==> config.mk <==
export PLATFORM = sky130hd
export DESIGN_NAME = lcd_scanline_timing_controller
export DESIGN_NICKNAME = d
export VERILOG_FILES = /design/src/rtl/core/lst_pkg.sv /design/src/rtl/core/lst_step.sv /design/src/rtl/core/lcd_scanline_timing_controller.sv
export SDC_FILE = /design/constraint.sdc
export NUM_CORES = 1
export LEC_CHECK = 0
export ABC_AREA = 1
export BUFFER_PORTS_ARGS = -buffer_cell sky130_fd_sc_hd__buf_2
export CAP_MARGIN = 10
export CORE_MARGIN = 2
export CORE_UTILIZATION = 35
export CTS_CLUSTER_SIZE = 25
export DETAILED_ROUTE_END_ITERATION = 6
export SLEW_MARGIN = 25
export SYNTH_ARGS = -nofsm -noshare
export SYNTH_HDL_FRONTEND = slang
export SYNTH_SLANG_ARGS = --single-unit
==> constraint.sdc <==
create_clock -name clk -period 5.4 [get_ports clk]
set_input_delay 0 -clock clk [delete_from_list [all_inputs] [get_ports clk]]
set_output_delay 0 -clock clk [all_outputs]
set_load 0.05 [all_outputs]
==> src/rtl/core/lst_pkg.sv <==
// Package with the item types, timing constants and state type of the scanline timing controller.
package lst_pkg;

  // Timing constants.
  localparam logic [9:0] LINE_CYCLES    = 10'd456;
  localparam logic [7:0] VISIBLE_LINES  = 8'd144;
  localparam logic [7:0] TOTAL_LINES    = 8'd154;
  localparam logic [9:0] OAM_END_CYCLE  = 10'd81;
  localparam logic [9:0] XFER_END_CYCLE = 10'd253;

  // Display mode codes.
  typedef enum logic [1:0] {
    MODE_HBLANK = 2'd0,
    MODE_VBLANK = 2'd1,
    MODE_OAM    = 2'd2,
    MODE_XFER   = 2'd3
  } mode_t;

  // One input item.
  typedef struct packed {
    logic [5:0] elapsed_cycles;
    logic [7:0] compare_line;
    logic       display_enable;
    logic       compare_irq_enable;
  } in_t;

  // One result item.
  typedef struct packed {
    logic [1:0] current_mode;
    logic [7:0] current_line;
    logic       line_match;
    logic       vblank_irq;
    logic       compare_irq;
    logic       render_request;
    logic [7:0] render_line;
  } out_t;

  // Timing state carried from item to item.
  typedef struct packed {
    logic [9:0] cycle_sum;
    logic [7:0] line_count;
    logic       line_rendered;
    logic       frame_signalled;
    logic       match_flag;
  } state_t;

endpackage

==> src/rtl/core/lst_step.sv <==
// Combinational update of the timing state and result for one item.
module lst_step (
  input  lst_pkg::state_t state_cur,
  input  lst_pkg::in_t    item,
  output lst_pkg::state_t state_nxt,
  output lst_pkg::out_t   result
);
  import lst_pkg::*;

  logic [9:0] sum;
  logic [7:0] line_inc;
  logic       visible;
  logic       line_end;
  logic       frame_end;
  logic       req;
  logic       vbl;
  logic       match;
  mode_t      mode;

  always_comb begin
    // Add the elapsed cycles; the sum stays below 519.
    sum     = state_cur.cycle_sum + {4'd0, item.elapsed_cycles};
    visible = (state_cur.line_count < VISIBLE_LINES);

    // Mode is decided on the line before any advance.
    if (!visible) begin
      mode = MODE_VBLANK;
    end else if (sum < OAM_END_CYCLE) begin
      mode = MODE_OAM;
    end else if (sum < XFER_END_CYCLE) begin
      mode = MODE_XFER;
    end else begin
      mode = MODE_HBLANK;
    end

    // Render request once per visible line after pixel transfer time.
    req = (sum >= XFER_END_CYCLE) && visible && !state_cur.line_rendered;
    // Vblank interrupt once per frame, held off while the display is off.
    vbl = (state_cur.line_count == VISIBLE_LINES) && !state_cur.frame_signalled &&
          item.display_enable;

    // Line advance and frame wrap.
    line_end  = (sum >= LINE_CYCLES);
    line_inc  = state_cur.line_count + 8'd1;
    frame_end = line_end && (line_inc >= TOTAL_LINES);

    state_nxt                 = state_cur;
    state_nxt.cycle_sum       = line_end ? (sum - LINE_CYCLES) : sum;
    state_nxt.line_rendered   = line_end ? 1'b0 : (state_cur.line_rendered | req);
    state_nxt.frame_signalled = frame_end ? 1'b0 : (state_cur.frame_signalled | vbl);
    if (frame_end) begin
      state_nxt.line_count = '0;
    end else if (line_end) begin
      state_nxt.line_count = line_inc;
    end

    // Compare logic works on the line after the advance.
    match = (state_nxt.line_count == item.compare_line);
    result.compare_irq   = match && item.compare_irq_enable && !state_cur.match_flag;
    state_nxt.match_flag = match && (state_cur.match_flag | item.compare_irq_enable);

    result.current_mode   = mode;
    result.current_line   = state_nxt.line_count;
    result.line_match     = match;
    result.vblank_irq     = vbl;
    result.render_request = req;
    result.render_line    = req ? state_cur.line_count : 8'd0;
  end

endmodule

==> src/rtl/core/lcd_scanline_timing_controller.sv <==
// Top level of the LCD scanline timing controller: input register, step logic, result register.
//
//   channel | direction | handshake           | payload
//   in      | input     | in_valid / in_ready  | in_data  (lst_pkg::in_t)
//   out     | output    | out_valid / out_ready| out_data (lst_pkg::out_t)
//
// An item is held in the input register and then moves to the result register;
// one item is taken every cycle while the result register is not stalled.
// The timing state updates when an item moves from the input register to the
// result register. Synchronous active-low reset clears the state and both valids.
// A stalled result holds the output; the input register still takes one item if it is empty.
module lcd_scanline_timing_controller (
  input  logic          clk,
  input  logic          rst_n,
  input  logic          in_valid,
  output logic          in_ready,
  input  lst_pkg::in_t  in_data,
  output logic          out_valid,
  input  logic          out_ready,
  output lst_pkg::out_t out_data
);
  import lst_pkg::*;

  logic   in_valid_r;
  in_t    in_data_r;
  logic   out_valid_r;
  out_t   out_data_r;
  state_t state_r;
  state_t state_nxt;
  out_t   result;
  logic   step_fire;

  // The step runs when the input register is full and the result register is free.
  assign step_fire = in_valid_r && (!out_valid_r || out_ready);
  assign in_ready  = !in_valid_r || step_fire;

  lst_step u_step (
    .state_cur (state_r),
    .item      (in_data_r),
    .state_nxt (state_nxt),
    .result    (result)
  );

  // Input register.
  always_ff @(posedge clk) begin
    if (!rst_n) begin
      in_valid_r <= 1'b0;
    end else if (in_ready) begin
      in_valid_r <= in_valid;
    end
  end

  always_ff @(posedge clk) begin
    if (in_valid && in_ready) begin
      in_data_r <= in_data;
    end
  end

  // Timing state and result register.
  always_ff @(posedge clk) begin
    if (!rst_n) begin
      state_r     <= '0;
      out_valid_r <= 1'b0;
    end else begin
      if (step_fire) begin
        state_r     <= state_nxt;
        out_valid_r <= 1'b1;
      end else if (out_ready) begin
        out_valid_r <= 1'b0;
      end
    end
  end

  always_ff @(posedge clk) begin
    if (step_fire) begin
      out_data_r <= result;
    end
  end

  assign out_valid = out_valid_r;
  assign out_data  = out_data_r;

endmodule
=== Word level (Yosys, flattened, before mapping) ===
Index checks and enable logic that the tools add are counted.

* $add $sub $neg: 3
* Magnitude comparators: 6
* Equality and inequality tests: 2
* Mux-type cells: 9
* Bitwise operators: 3
* Reduce and logical (&&, ||, !) cells: 18

{| class="wikitable"
|+ Operator list
! operator !! count
|-
| 8-bit two-way mux || 2
|-
| 10-bit by 6-bit adder with 10-bit output || 1
|-
| 10-bit by 8-bit greater-or-equal comparator with 1-bit output, second input constant || 1
|-
| 10-bit by 9-bit greater-or-equal comparator with 1-bit output, second input constant || 1
|-
| 1-bit logical AND || 10
|-
| 10-bit by 7-bit < comparator with 1-bit output, second input constant || 1
|-
| 10-bit by 8-bit < comparator with 1-bit output, second input constant || 1
|-
| 10-bit two-way mux || 1
|-
| 10-bit by 9-bit subtractor with 10-bit output, second input constant || 1
|-
| 8-bit by 1-bit adder with 8-bit output, second input constant || 1
|-
| 8-bit == test || 1
|-
| 8-bit == test, second input constant || 1
|-
| 8-bit greater-or-equal comparator, second input constant || 1
|-
| 8-bit < comparator, second input constant || 1
|-
| 1-bit zero test || 5
|-
| 1-bit two-way mux || 4
|-
| 2-bit two-way mux || 2
|-
| 1-bit bitwise OR || 3
|-
| 1-bit logical OR || 2
|-
| 2-bit nonzero test || 1
|}

* Bits in registers: 61
* Bits of input ports: 20
* Output and inout port bits: 24

=== Logic depth before layout (Yosys ltp) ===
Gate-level depths: netlist (run 1).

* Depth in word-level cells: 7
* Depth in mapped cells: 20
* Depth with buffers taken out: 19

=== Hierarchy ===
Synthesis (run 1) repeated with hierarchy kept, for this count alone.

* Cell total of the unflattened synthesis: 473
* Area total of the unflattened synthesis: 3651.0 µm²

{| class="wikitable"
|+ By module, submodules not included
! module !! times used !! cells each !! area an instance (µm²)
|-
| lcd_scanline_timing_controller || 1 || 188 || 2209.6
|-
| lst_step || 1 || 285 || 1441.4
|}

=== Least setup slack after synthesis (run 1) ===
No wires, ideal clock.

* Kind: flip-flop to flip-flop
* Start: register in_data_r[10] (netlist bit)
* End: register out_data_r (netlist bit out_data[9]) (data pin)
* Library setup time: 0.254 ns
* Arrival: 2.268 ns
* Required time: 5.146 ns
* Path slack: 2.879 ns
* Cell stages (with the launch flop): 20
* Clock period less this slack: 2.521 ns
* Cell sequence: edfxtp_1 > ha_1 > fa_1 > nand2_1 > nand2_1 > nand3_2 > nand2_1 > nand2_1 > nand2_2 > nor2_4 > nand3_4 > nand2_2 > buf_2 > nand3_1 > nand3_1 > nand2_1 > nand2_1 > nor2_1 > nand2_1 > nor2_1

{| class="wikitable"
|+ RTL lines
! what !! line !! RTL
|-
| start, declared || lcd_scanline_timing_controller.sv:25 || <nowiki>in_t in_data_r;</nowiki>
|-
| start signal, assigned || lcd_scanline_timing_controller.sv:55 || <nowiki>in_data_r <= in_data;</nowiki>
|-
| end signal, assigned || lcd_scanline_timing_controller.sv:76 || <nowiki>out_data_r <= result;</nowiki>
|-
| end, declared || lcd_scanline_timing_controller.sv:27 || <nowiki>out_t out_data_r;</nowiki>
|}

=== Worst setup path after layout (run 1) ===
* Start: register in_data_r[10] (netlist bit)
* End: register state_r[4] (netlist bit)

* Cells in the longest elaborated chain, start to end: 4
* Elaborated cells on any way between the ends: 5

{| class="wikitable"
|+ RTL lines
! what !! line !! RTL
|-
| 10-bit by 6-bit adder with 10-bit output (*) || lst_step.sv:22 || <nowiki>sum = state_cur.cycle_sum + {4'd0, item.elapsed_cycles};</nowiki>
|-
| 10-bit by 9-bit greater-or-equal comparator with 1-bit output (*) || lst_step.sv:43 || <nowiki>line_end = (sum >= LINE_CYCLES);</nowiki>
|-
| 8-bit two-way mux / 1-bit logical AND (equally long branches) || lst_step.sv:53, lst_step.sv:45 ||
|-
| 8-bit two-way mux (*) || lst_step.sv:51 || <nowiki>if (frame_end) begin</nowiki>
|-
| end signal, assigned || lcd_scanline_timing_controller.sv:66 || <nowiki>state_r <= state_nxt;</nowiki>
|-
| end, declared || lcd_scanline_timing_controller.sv:28 || <nowiki>state_t state_r;</nowiki>
|}

Mark *: on every way between the ends. The rest lies on a longest branch, timed or not.
A chain may end at the register's enable or synchronous reset.

==> impl_metrics.yaml, run 1 <==
sta:
  rsz0062_at_grt: "false"
  period_minus_slack_ns: 3.03
  finalClockSkew_ns: 0.00797
  setup-tns-final_ns: 0
  setup_viol: 0
  hold_viol: 0
  slew_violations: 0
  slew_headroom_pct: 56.8
  fmaxAchievable_mhz: 330
  tightestPinTransition_ns: 0.647
  finalCritPeriodShare_pct: 56.1
power_and_ir_drop:
  power_mw: 1.02
  irDropWorstVdd_v: 0.000138
  power.density_nw_per_um2: 259
  p_leak_nw: 1.81
yosys:
  syn_area_um2: 3280
  synthXorXnorAreaFrac_pct: 2.40
  synthAdderAreaFrac_pct: 4.42
  yosysSeqAreaShare_pct: 48.8
  synth.net_count: 421
  synth_edf_count: 38
  synth_top_family_by_area: "simple AND/OR/NAND/NOR gates"
  yosys.area_share.simple_pct: 28.4
  synth_seq_cells: 61
  yosys_warnings: 0
  synth-main-ff-cell: "edfxtp_1"
  syn_inst: 390
  avgSynthCellArea_um2: 8.42
  synth.mux.area_fraction_pct: 0
  synth.distinct_cells: 37
  synth-compound-area-share_pct: 8.00
  synthArstFlopShare_pct: 0
floorplan:
  pin_count: 44
  die_y_um: 101
  start_util_pct: 35.9
  rows: 35
  core_area_um2: 9150
  die_w_um: 101
  die-area_um2: 10200
route:
  wl_per_cell_um: 12.4
  firstDrtPassIters: 6
  drc: 0
  avgViaCountPerCell: 4.79
  drt-initial-drc-count: 257
  final_antenna_net_count: 0
  routed_wl_um: 7070
  vias: 2729
worst_hold_path:
  min_path_type: "primary input to register"
cells_and_area:
  antenna_cells: 0
  most-common-layout-cells: "nand2_1, inv_1, buf_2, edfxtp_1"
  mostFrequentLayoutCell: "nand2_1"
  areaGrowthSynthToFinish_pct: 20.5
  design_area_um2: 3960
  drive_gt1_share_pct: 17.9
  num-nets-final: 485
  num-fill-cells: 885
placement:
  dp_hpwl_um: 5220
  gp_congestion: 0.888
  dpl_cell_area_um2: 3590
  port_buffers: 43
global_route:
  antenna_found_initial: 0
  grt_first_pass_wirelength_um: 12000
  grt_use_total_pct: 15.2
  first_global_vias: 2631
  gr-total-overflow: 0
  grt_max_degree: 36
clock_network:
  cts_tree: "yes"
  cts_resized: 0
  cts-htree-levels: 3
  clock-sinks: 61
  insertion_delay_ns: 0.33
  cts_root_buf: "clkbuf_8"
  clockBufferDepth: 2
  cts_made_buffers: 9
  clkTransAtPathRegs_ns: 0.07
job:
  maxCapViolCount: 0
critical_path:
  critPathKind: "register to register"
  critPathTopFamily: "simple AND/OR/NAND/NOR gates"
  cpPeakStageDelay_ns: 0.40
  path_max_fanout: 20
  crit_top_cell: "nand2_1"
  cp.buffers_inverters: 2
  worst_ep_required_time_ns: 5.61
  crit_path_start_kind: "register"
  cp-end-kind: "register"
  critPathArrivalTime_ns: 3.24
  path_cells: "ha_1 > fa_1 > nand2_1 > nand2_1 > nand3_2 > nand2_1 > nand2_1 > nand2_2 > nor2_4 > nand3_4 > nand2_2 > inv_2 > nor2_4 > inv_1 > o21ai_0 > a21oi_1"
  slowest_stage: "fa_1"
outcome:
  status: "completed"
==> tightest hold or removal path, delay by kind of cell <==
kind,cells,cell delay [ns]
buf+inv,1,0.19
compound gates,1,0.03
simple gates,1,0.11
==> kinds of logic after synthesis <==
family | count (synthesis)
and+or+nand+nor | 199
buffers and inverters | 65
DFF | 61
AOI/OAI and AO/OA | 45
adders and majority gates | 11
xor gates and xnor gates | 9
==> final timing paths <==
kind,startpoint,end,slack [ns],depth (start not counted)
worst max-delay path,in_data_r[10],state_r[4],2.37,16
worst min-delay path,rst_n,state_r[0],0.04,3
worst max register to register,in_data_r[10],state_r[4],2.37,16
worst min register to register,state_r[20],state_r[20],0.50,2
==> stage by stage <==
| step | utilization, % | instances | hold slack (ns) | worst slack (ns) |
|---|---|---|---|---|
| 2_1_floorplan | - | 390 | 0.0989 | 2.88 |
| 3_3_place_gp | 39.2 | 535 | 0.176 | 2.48 |
| 3_5_place_dp | 39.2 | 535 | 0.178 | 2.38 |
| 4_1_cts | 43.2 | 570 | 0.0156 | 2.35 |
| 5_1_grt | 43.2 | 570 | 0.0392 | 2.05 |
| 6_report | 43.2 | 570 | 0.0420 | 2.37 |
==> synth_stat cells (2+ instances only) <==
library cell | number | area [µm²]
nor2_4 | 2 | 22.5
clkbuf_1 | 3 | 11.3
nand2_2 | 11 | 68.8
or2_4 | 2 | 17.5
xor2_1 | 7 | 61.3
nand2_1 | 90 | 338
a21oi_1 | 18 | 90.1
o21ai_0 | 18 | 90.1
nand3_1 | 36 | 180
nand3b_1 | 9 | 67.6
nand4_1 | 6 | 37.5
xnor2_1 | 2 | 17.5
buf_2 | 3 | 15.0
nand3_2 | 3 | 30.0
nor2_1 | 36 | 135
inv_2 | 2 | 7.51
edfxtp_1 | 38 | 1140
a211oi_2 | 2 | 25.0
ha_1 | 10 | 125
inv_1 | 52 | 195
dfxtp_1 | 23 | 460
clkbuf_2 | 2 | 10.0
==> sequential cells by signal, summed over array words and instances (netlist names) <==
| signal | cells |
|---|---|
| in_data_r | 16 |
| in_valid_r | 1 |
| out_data | 22 |
| out_valid | 1 |
| state_r | 21 |
==> power breakdown <==
part	internal [mW]	switching [mW]	total, mW
combinational	0.0505	0.0907	0.141
sequential	0.515	0.00918	0.524
clock	0.191	0.168	0.359
==> repair_timing <==
action / CTS / global route
hold buffers: 19 / 0
buffers inserted: 0 / 0
endpoints found under the hold margin: 18 / 0
==> routing by layer <==
metal	GRT usage, %	share of wire, %	vias to the layer above
li1	-	-	1408
met3	3.26	6.0	11
met1	20.8	49	1219
met2	22.6	42	91
met4	7.80	2.4	0
met5	0	0	-
==> layout make-up <==
cell class              instances  area (µm²)  area share [%]
multi-input cells             264        1420            35.9
clock buffers                  12         156            3.95
repair buffers                 63         413            10.4
well taps                     111         139            3.51
flip-flops and latches         61        1600            40.5
clock inverters                 4        21.3           0.537
inverters                      55         206            5.22
Power figures use the tool's default switching activity.
==> run 2, diff against run 1 <==
==> constraint.sdc (replaced) <==
create_clock -name clk -period 2.7 [get_ports clk]
set_input_delay 0 -clock clk [delete_from_list [all_inputs] [get_ports clk]]
set_output_delay 0 -clock clk [all_outputs]
set_load 0.05 [all_outputs]
==> run 2 against run 1 <==
  * Global-route usage is 0.22 points lower
  * Combinational power is 110% higher
  * Clock-buffer cell count is 1 lower
  * Cell area is 6.7% higher
  * Non-clock buffer count is 17 higher
  * Sequential share of layout area is 2.6 points lower
  * Clock skew is 0.0030 ns higher
  * Highest routed layer unchanged
==> impl_metrics.yaml, run 2 (synthesis gave the netlist of run 1 again) <==
clock_network:
  clockBufferDepth: 2
  clkTransAtPathRegs_ns: 0.07
  cts_made_buffers: 9
  clock-sinks: 61
  cts-htree-levels: 3
  cts_tree: "yes"
  cts_root_buf: "clkbuf_8"
  insertion_delay_ns: 0.33
cells_and_area:
  most-common-layout-cells: "nand2_1, inv_1, buf_2, edfxtp_1, nand3_1"
  largest_reg_flops: 22
  num-nets-final: 502
  final_core_util_pct: 46.2
  areaGrowthSynthToFinish_pct: 28.7
  regArea_um2: 1600
  multi_input_area_um2: 1510
  final_cells: 587
  drive_gt1_share_pct: 24.8
  mostFrequentLayoutCell: "nand2_1"
  design_area_um2: 4220
  num-fill-cells: 885
  antenna_cells: 0
floorplan:
  core_area_um2: 9150
  pin_count: 44
  start_util_pct: 35.9
  die_y_um: 101
  rows: 35
  die_w_um: 101
  die-area_um2: 10200
placement:
  dpl_cell_area_um2: 3630
  port_buffers: 43
  post-place-cells: 541
  gp_congestion: 0.919
  dp_hpwl_um: 5210
critical_path:
  crit_top_cell: "nand2_1"
  slowest_stage: "edfxtp_1"
  path_max_fanout: 7
  cp.buffers_inverters: 2
  crit_path_start_kind: "register"
  worst_ep_required_time_ns: 2.79
  critPathTopFamily: "simple AND/OR/NAND/NOR gates"
  cpPeakStageDelay_ns: 0.42
  critPathArrivalTime_ns: 2.75
  cp-end-kind: "register"
  path_cells: "ha_4 > fa_2 > nand2_2 > nand2_4 > nand3_2 > nand2_1 > nand2_1 > nand2_2 > nor2_4 > nand3_4 > nand2_8 > buf_6 > nand2_1 > nand3b_1 > nand2_1 > nand2_1 > nor2_1 > nand2_1 > inv_1"
  critPathKind: "register to register"
route:
  drc: 0
  firstDrtPassIters: 5
  wl_per_cell_um: 12.9
  routed_wl_um: 7570
  final_antenna_net_count: 0
  avgViaCountPerCell: 4.77
  vias: 2802
  drt-initial-drc-count: 205
sta:
  setup_viol: 0
  tightestPinTransition_ns: 0.623
  finalClockSkew_ns: 0.0110
  slew_violations: 0
  setup-tns-final_ns: 0
  period_minus_slack_ns: 2.66
  finalCritPeriodShare_pct: 98.5
  hold_viol: 0
  slew_headroom_pct: 58.4
  rsz0062_at_grt: "true"
  fmaxAchievable_mhz: 376
global_route:
  grt_max_degree: 36
  gr-total-overflow: 0
  antenna_found_initial: 0
  grt_use_total_pct: 15.0
  first_global_vias: 2465
  grt_first_pass_wirelength_um: 11900
power_and_ir_drop:
  irDropWorstVdd_v: 0.000290
  power.density_nw_per_um2: 502
  p_leak_nw: 1.92
outcome:
  status: "completed"
job:
  maxCapViolCount: 0
worst_hold_path:
  min_path_type: "primary input to register"
## run 2: cell count changes in the layout (fill, tap and decap cells not counted), moves of 3 or more
cell,change
nor2_1,-3
nand2_1,-6
nand2_2,+4
buf_6,+4
nor2_2,+3
buf_4,+11
## run 2: worst reg2reg max path: cells and delay by family, from the launching register on
family | cells | cell delay, ns
adder cells (fa/ha/maj) | 2 | 0.56
buffers and inverters | 2 | 0.17
flip-flops | 1 | 0.42
AND/OR/NAND/NOR | 15 | 1.28
## run 2: power by group
group	switching (mW)	total, mW	internal [mW]
clock	0.347	0.769	0.422
combinational	0.189	0.301	0.111
sequential	0.0208	1.05	1.03
## run 2: path summary, 6_finish.rpt
path            startpoint      endpoint  slack [ns]  depth (start not counted)
max reg2reg  in_data_r[10]  out_data[11]        0.04                         19
max          in_data_r[10]  out_data[11]        0.04                         19
min                  rst_n    state_r[0]        0.06                          3
min reg2reg    state_r[20]   state_r[20]        0.49                          2
## run 2: repair_timing
item | in CTS | in global routing
gates cloned | 0 | 1
hold buffers | 18 | 0
resized for setup | 6 | 24
pin swaps | 0 | 8
buffers inserted | 0 | 11
endpoints found under the hold margin | 18 | 0
endpoints found under the setup margin | 14 | 22
## run 2: area by class of cell
| cell class | count | share of cell area, % |
|---|---|---|
| Clock buffer | 11 | 3.11 |
| Clock inverter | 5 | 1.24 |
| Inverter | 55 | 4.89 |
| Multi-Input combinational cell | 264 | 35.7 |
| Sequential cell | 61 | 37.9 |
| Tap cell | 111 | 3.29 |
| Timing Repair Buffer | 80 | 13.9 |
## run 2: stage by stage
stage | hold WS, ns | total power, mW | setup WS, ns
after floorplan | 0.0989 | 1.27 | 0.179
after global placement | 0.177 | 1.33 | -0.0134
after detailed placement | 0.178 | 1.33 | -0.129
after CTS | 0.0494 | 2.12 | 0.0232
after global routing | 0.0671 | 2.23 | -0.143
final | 0.0587 | 2.12 | 0.0404
## run 2: layer usage
metal  GRT usage, %  share of wire [%]  vias to the layer above
met4           5.16                2.1                        0
met3           4.02                6.3                       12
li1               -                  -                     1449
met5              0                  0                        -
met2           21.9                 45                       98
met1           21.3                 47                     1243
==> run 3, diff against run 2 <==
--- a/config.mk
+++ b/config.mk
@@ -10,6 +10,7 @@
 export CAP_MARGIN = 10
 export CORE_MARGIN = 2
 export CORE_UTILIZATION = 35
+export CTS_BUF_LIST = sky130_fd_sc_hd__clkbuf_2
 export CTS_CLUSTER_SIZE = 25
 export DETAILED_ROUTE_END_ITERATION = 6
 export SLEW_MARGIN = 25
==> run 3 against run 2 <==
  * The flow now finishes with violations (DRC, setup timing)
  * Fmax fell by 3.9%
  * Wire length rose by 2.0%
  * Via count rose by 2.6%
  * Sequential share of layout area fell by 0.78 points
  * Global-route usage rose by 0.51 points
  * Cell count rose by 1.7%
  * Total power fell by 11%
  * Sequential cell count did not move
  * Setup slack got worse by 0.11 ns
  * Sequential power barely moved
  * Clock-buffer cell count did not move
  * Combinational power barely moved
  * Largest cell class unchanged
==> impl_metrics.yaml, run 3 (synthesis gave the netlist of run 1 again) <==
job:
  maxCapViolCount: 0
route:
  final_antenna_net_count: 0
  drt-initial-drc-count: 224
  routed_wl_um: 7720
  avgViaCountPerCell: 4.82
  wl_per_cell_um: 12.9
  firstDrtPassIters: 7
  vias: 2875
  drc: 1
cells_and_area:
  final_cells: 597
  final_core_util_pct: 47.1
  drive_gt1_share_pct: 28.7
  largest_reg_flops: 22
  num-fill-cells: 866
  num-nets-final: 511
  mostFrequentLayoutCell: "nand2_1"
  areaGrowthSynthToFinish_pct: 31.4
  most-common-layout-cells: "nand2_1, inv_1, buf_2, edfxtp_1, nand3_1"
critical_path:
  cp-end-kind: "register"
  r2r_cells: 18
  critPathArrivalTime_ns: 3.09
  worst_ep_required_time_ns: 3.02
  crit_path_start_kind: "register"
  critPathKind: "register to register"
  path_max_fanout: 8
global_route:
  grt_use_total_pct: 15.5
  gr-total-overflow: 0
  first_global_vias: 2534
  antenna_found_initial: 1
  grt_max_degree: 36
  grt_first_pass_wirelength_um: 12200
clock_network:
  insertion_delay_ns: 0.48
  clockBufferDepth: 2
  cts_tree: "yes"
  clkTransAtPathRegs_ns: 0.17
  cts-htree-levels: 3
  cts_root_buf: "clkbuf_2"
  clock-sinks: 61
  cts_made_buffers: 9
sta:
  finalCritPeriodShare_pct: 102
  setup_viol: 5
  slew_headroom_pct: 58.2
  slew_violations: 0
  hold_viol: 0
  setup_ws_ns: -0.0667
  period_minus_slack_ns: 2.77
  fmaxAchievable_mhz: 361
  rsz0062_at_grt: "true"
  finalClockSkew_ns: 0.0371
  tightestPinTransition_ns: 0.627
floorplan:
  rows: 35
  core_area_um2: 9150
  pin_count: 44
  die_w_um: 101
  start_util_pct: 35.9
  die-area_um2: 10200
  die_y_um: 101
power_and_ir_drop:
  p_leak_nw: 1.97
  power.density_nw_per_um2: 440
  irDropWorstVdd_v: 0.000216
  power_mw: 1.90
worst_hold_path:
  whs_path_depth: 2
  min_path_type: "primary input to register"
outcome:
  status: "complete, but fails checks"
  violations: "DRC, setup timing"
placement:
  port_buffers: 43
  gp_congestion: 0.919
  post-place-cells: 541
  dp_hpwl_um: 5210
[run 3: changes by cell type in the layout (fill, tap and decap cells not counted), moves of 4 or more]
cell / previous run / this run
buf_4: 12 / 16
clkbuf_2: 0 / 11
clkbuf_8: 9 / 0
nor2_1: 33 / 27
nor2_2: 3 / 7
o21ai_0: 18 / 10
o21ai_2: 0 / 4
[run 3: timing repair]
action	4_1_cts	5_1_grt
setup buffers	1	15
resized for setup	10	53
setup endpoints to repair	15	22
hold buffers	21	0
endpoints found under the hold margin	31	0
cloned	1	1
pin swaps	2	22
[run 3: path summary, 6_finish.rpt]
check	slack, ns	startpoint	end
setup / recovery	-0.07	in_data_r[10]	out_data[1]
hold reg to reg	0.52	out_valid	out_valid
hold / removal	0.22	in_data[7]	in_data_r[7]
setup reg to reg	-0.07	in_data_r[10]	out_data[1]
[run 3: area by class of cell]
type | count | area, µm² | share of cell area (%)
tap | 111 | 139 | 3.22
antenna | 1 | 2.50 | 0.0580
sequential | 61 | 1600 | 37.1
inverter | 55 | 214 | 4.96
clock inverter | 5 | 52.6 | 1.22
timing repair buffer | 89 | 667 | 15.5
multi-input combinational | 264 | 1580 | 36.7
clock buffer | 11 | 55.1 | 1.28
[run 3: worst max-delay path, cell delays in order, from the launching register on]
cell,delay (ns)
edfxtp_1,0.45
ha_4,0.19
fa_2,0.37
nand2_2,0.09
nand2_4,0.06
nand3_2,0.08
nand2_1,0.05
nand2_1,0.07
nand2_2,0.09
nor2_4,0.14
buf_4,0.12
buf_6,0.08
inv_1,0.04
o31ai_2,0.16
buf_4,0.15
nand2_1,0.08
nor2_2,0.18
inv_4,0.11
nor2_2,0.12
[run 3: per-stage QoR]
step | setup TNS (ns) | hold slack [ns] | worst slack (ns) | area, µm²
floorplan | 0 | 0.0989 | 0.179 | 3280
finish | -0.129 | 0.219 | -0.0667 | 4310
CTS | 0 | 0.175 | 0.00802 | 4040
global placement | -0.0134 | 0.177 | -0.0134 | 3630
detailed placement | -0.899 | 0.178 | -0.129 | 3630
global route | -3.51 | 0.177 | -0.219 | 4310
[run 3: per-layer routing]
layer,up-vias,share of wire [%],global-route usage (%)
li1,1464,-,-
met3,12,7.0,3.54
met5,-,0,0
met2,103,45,22.7
met4,0,1.9,7.06
met1,1296,46,21.7
[run 3: report_power, final]
group          internal (mW)  leakage [nW]  total, mW  switching, mW
registers               1.03         0.555       1.05         0.0210
logic                  0.114          1.34      0.304          0.191
clock network          0.217        0.0717      0.543          0.326
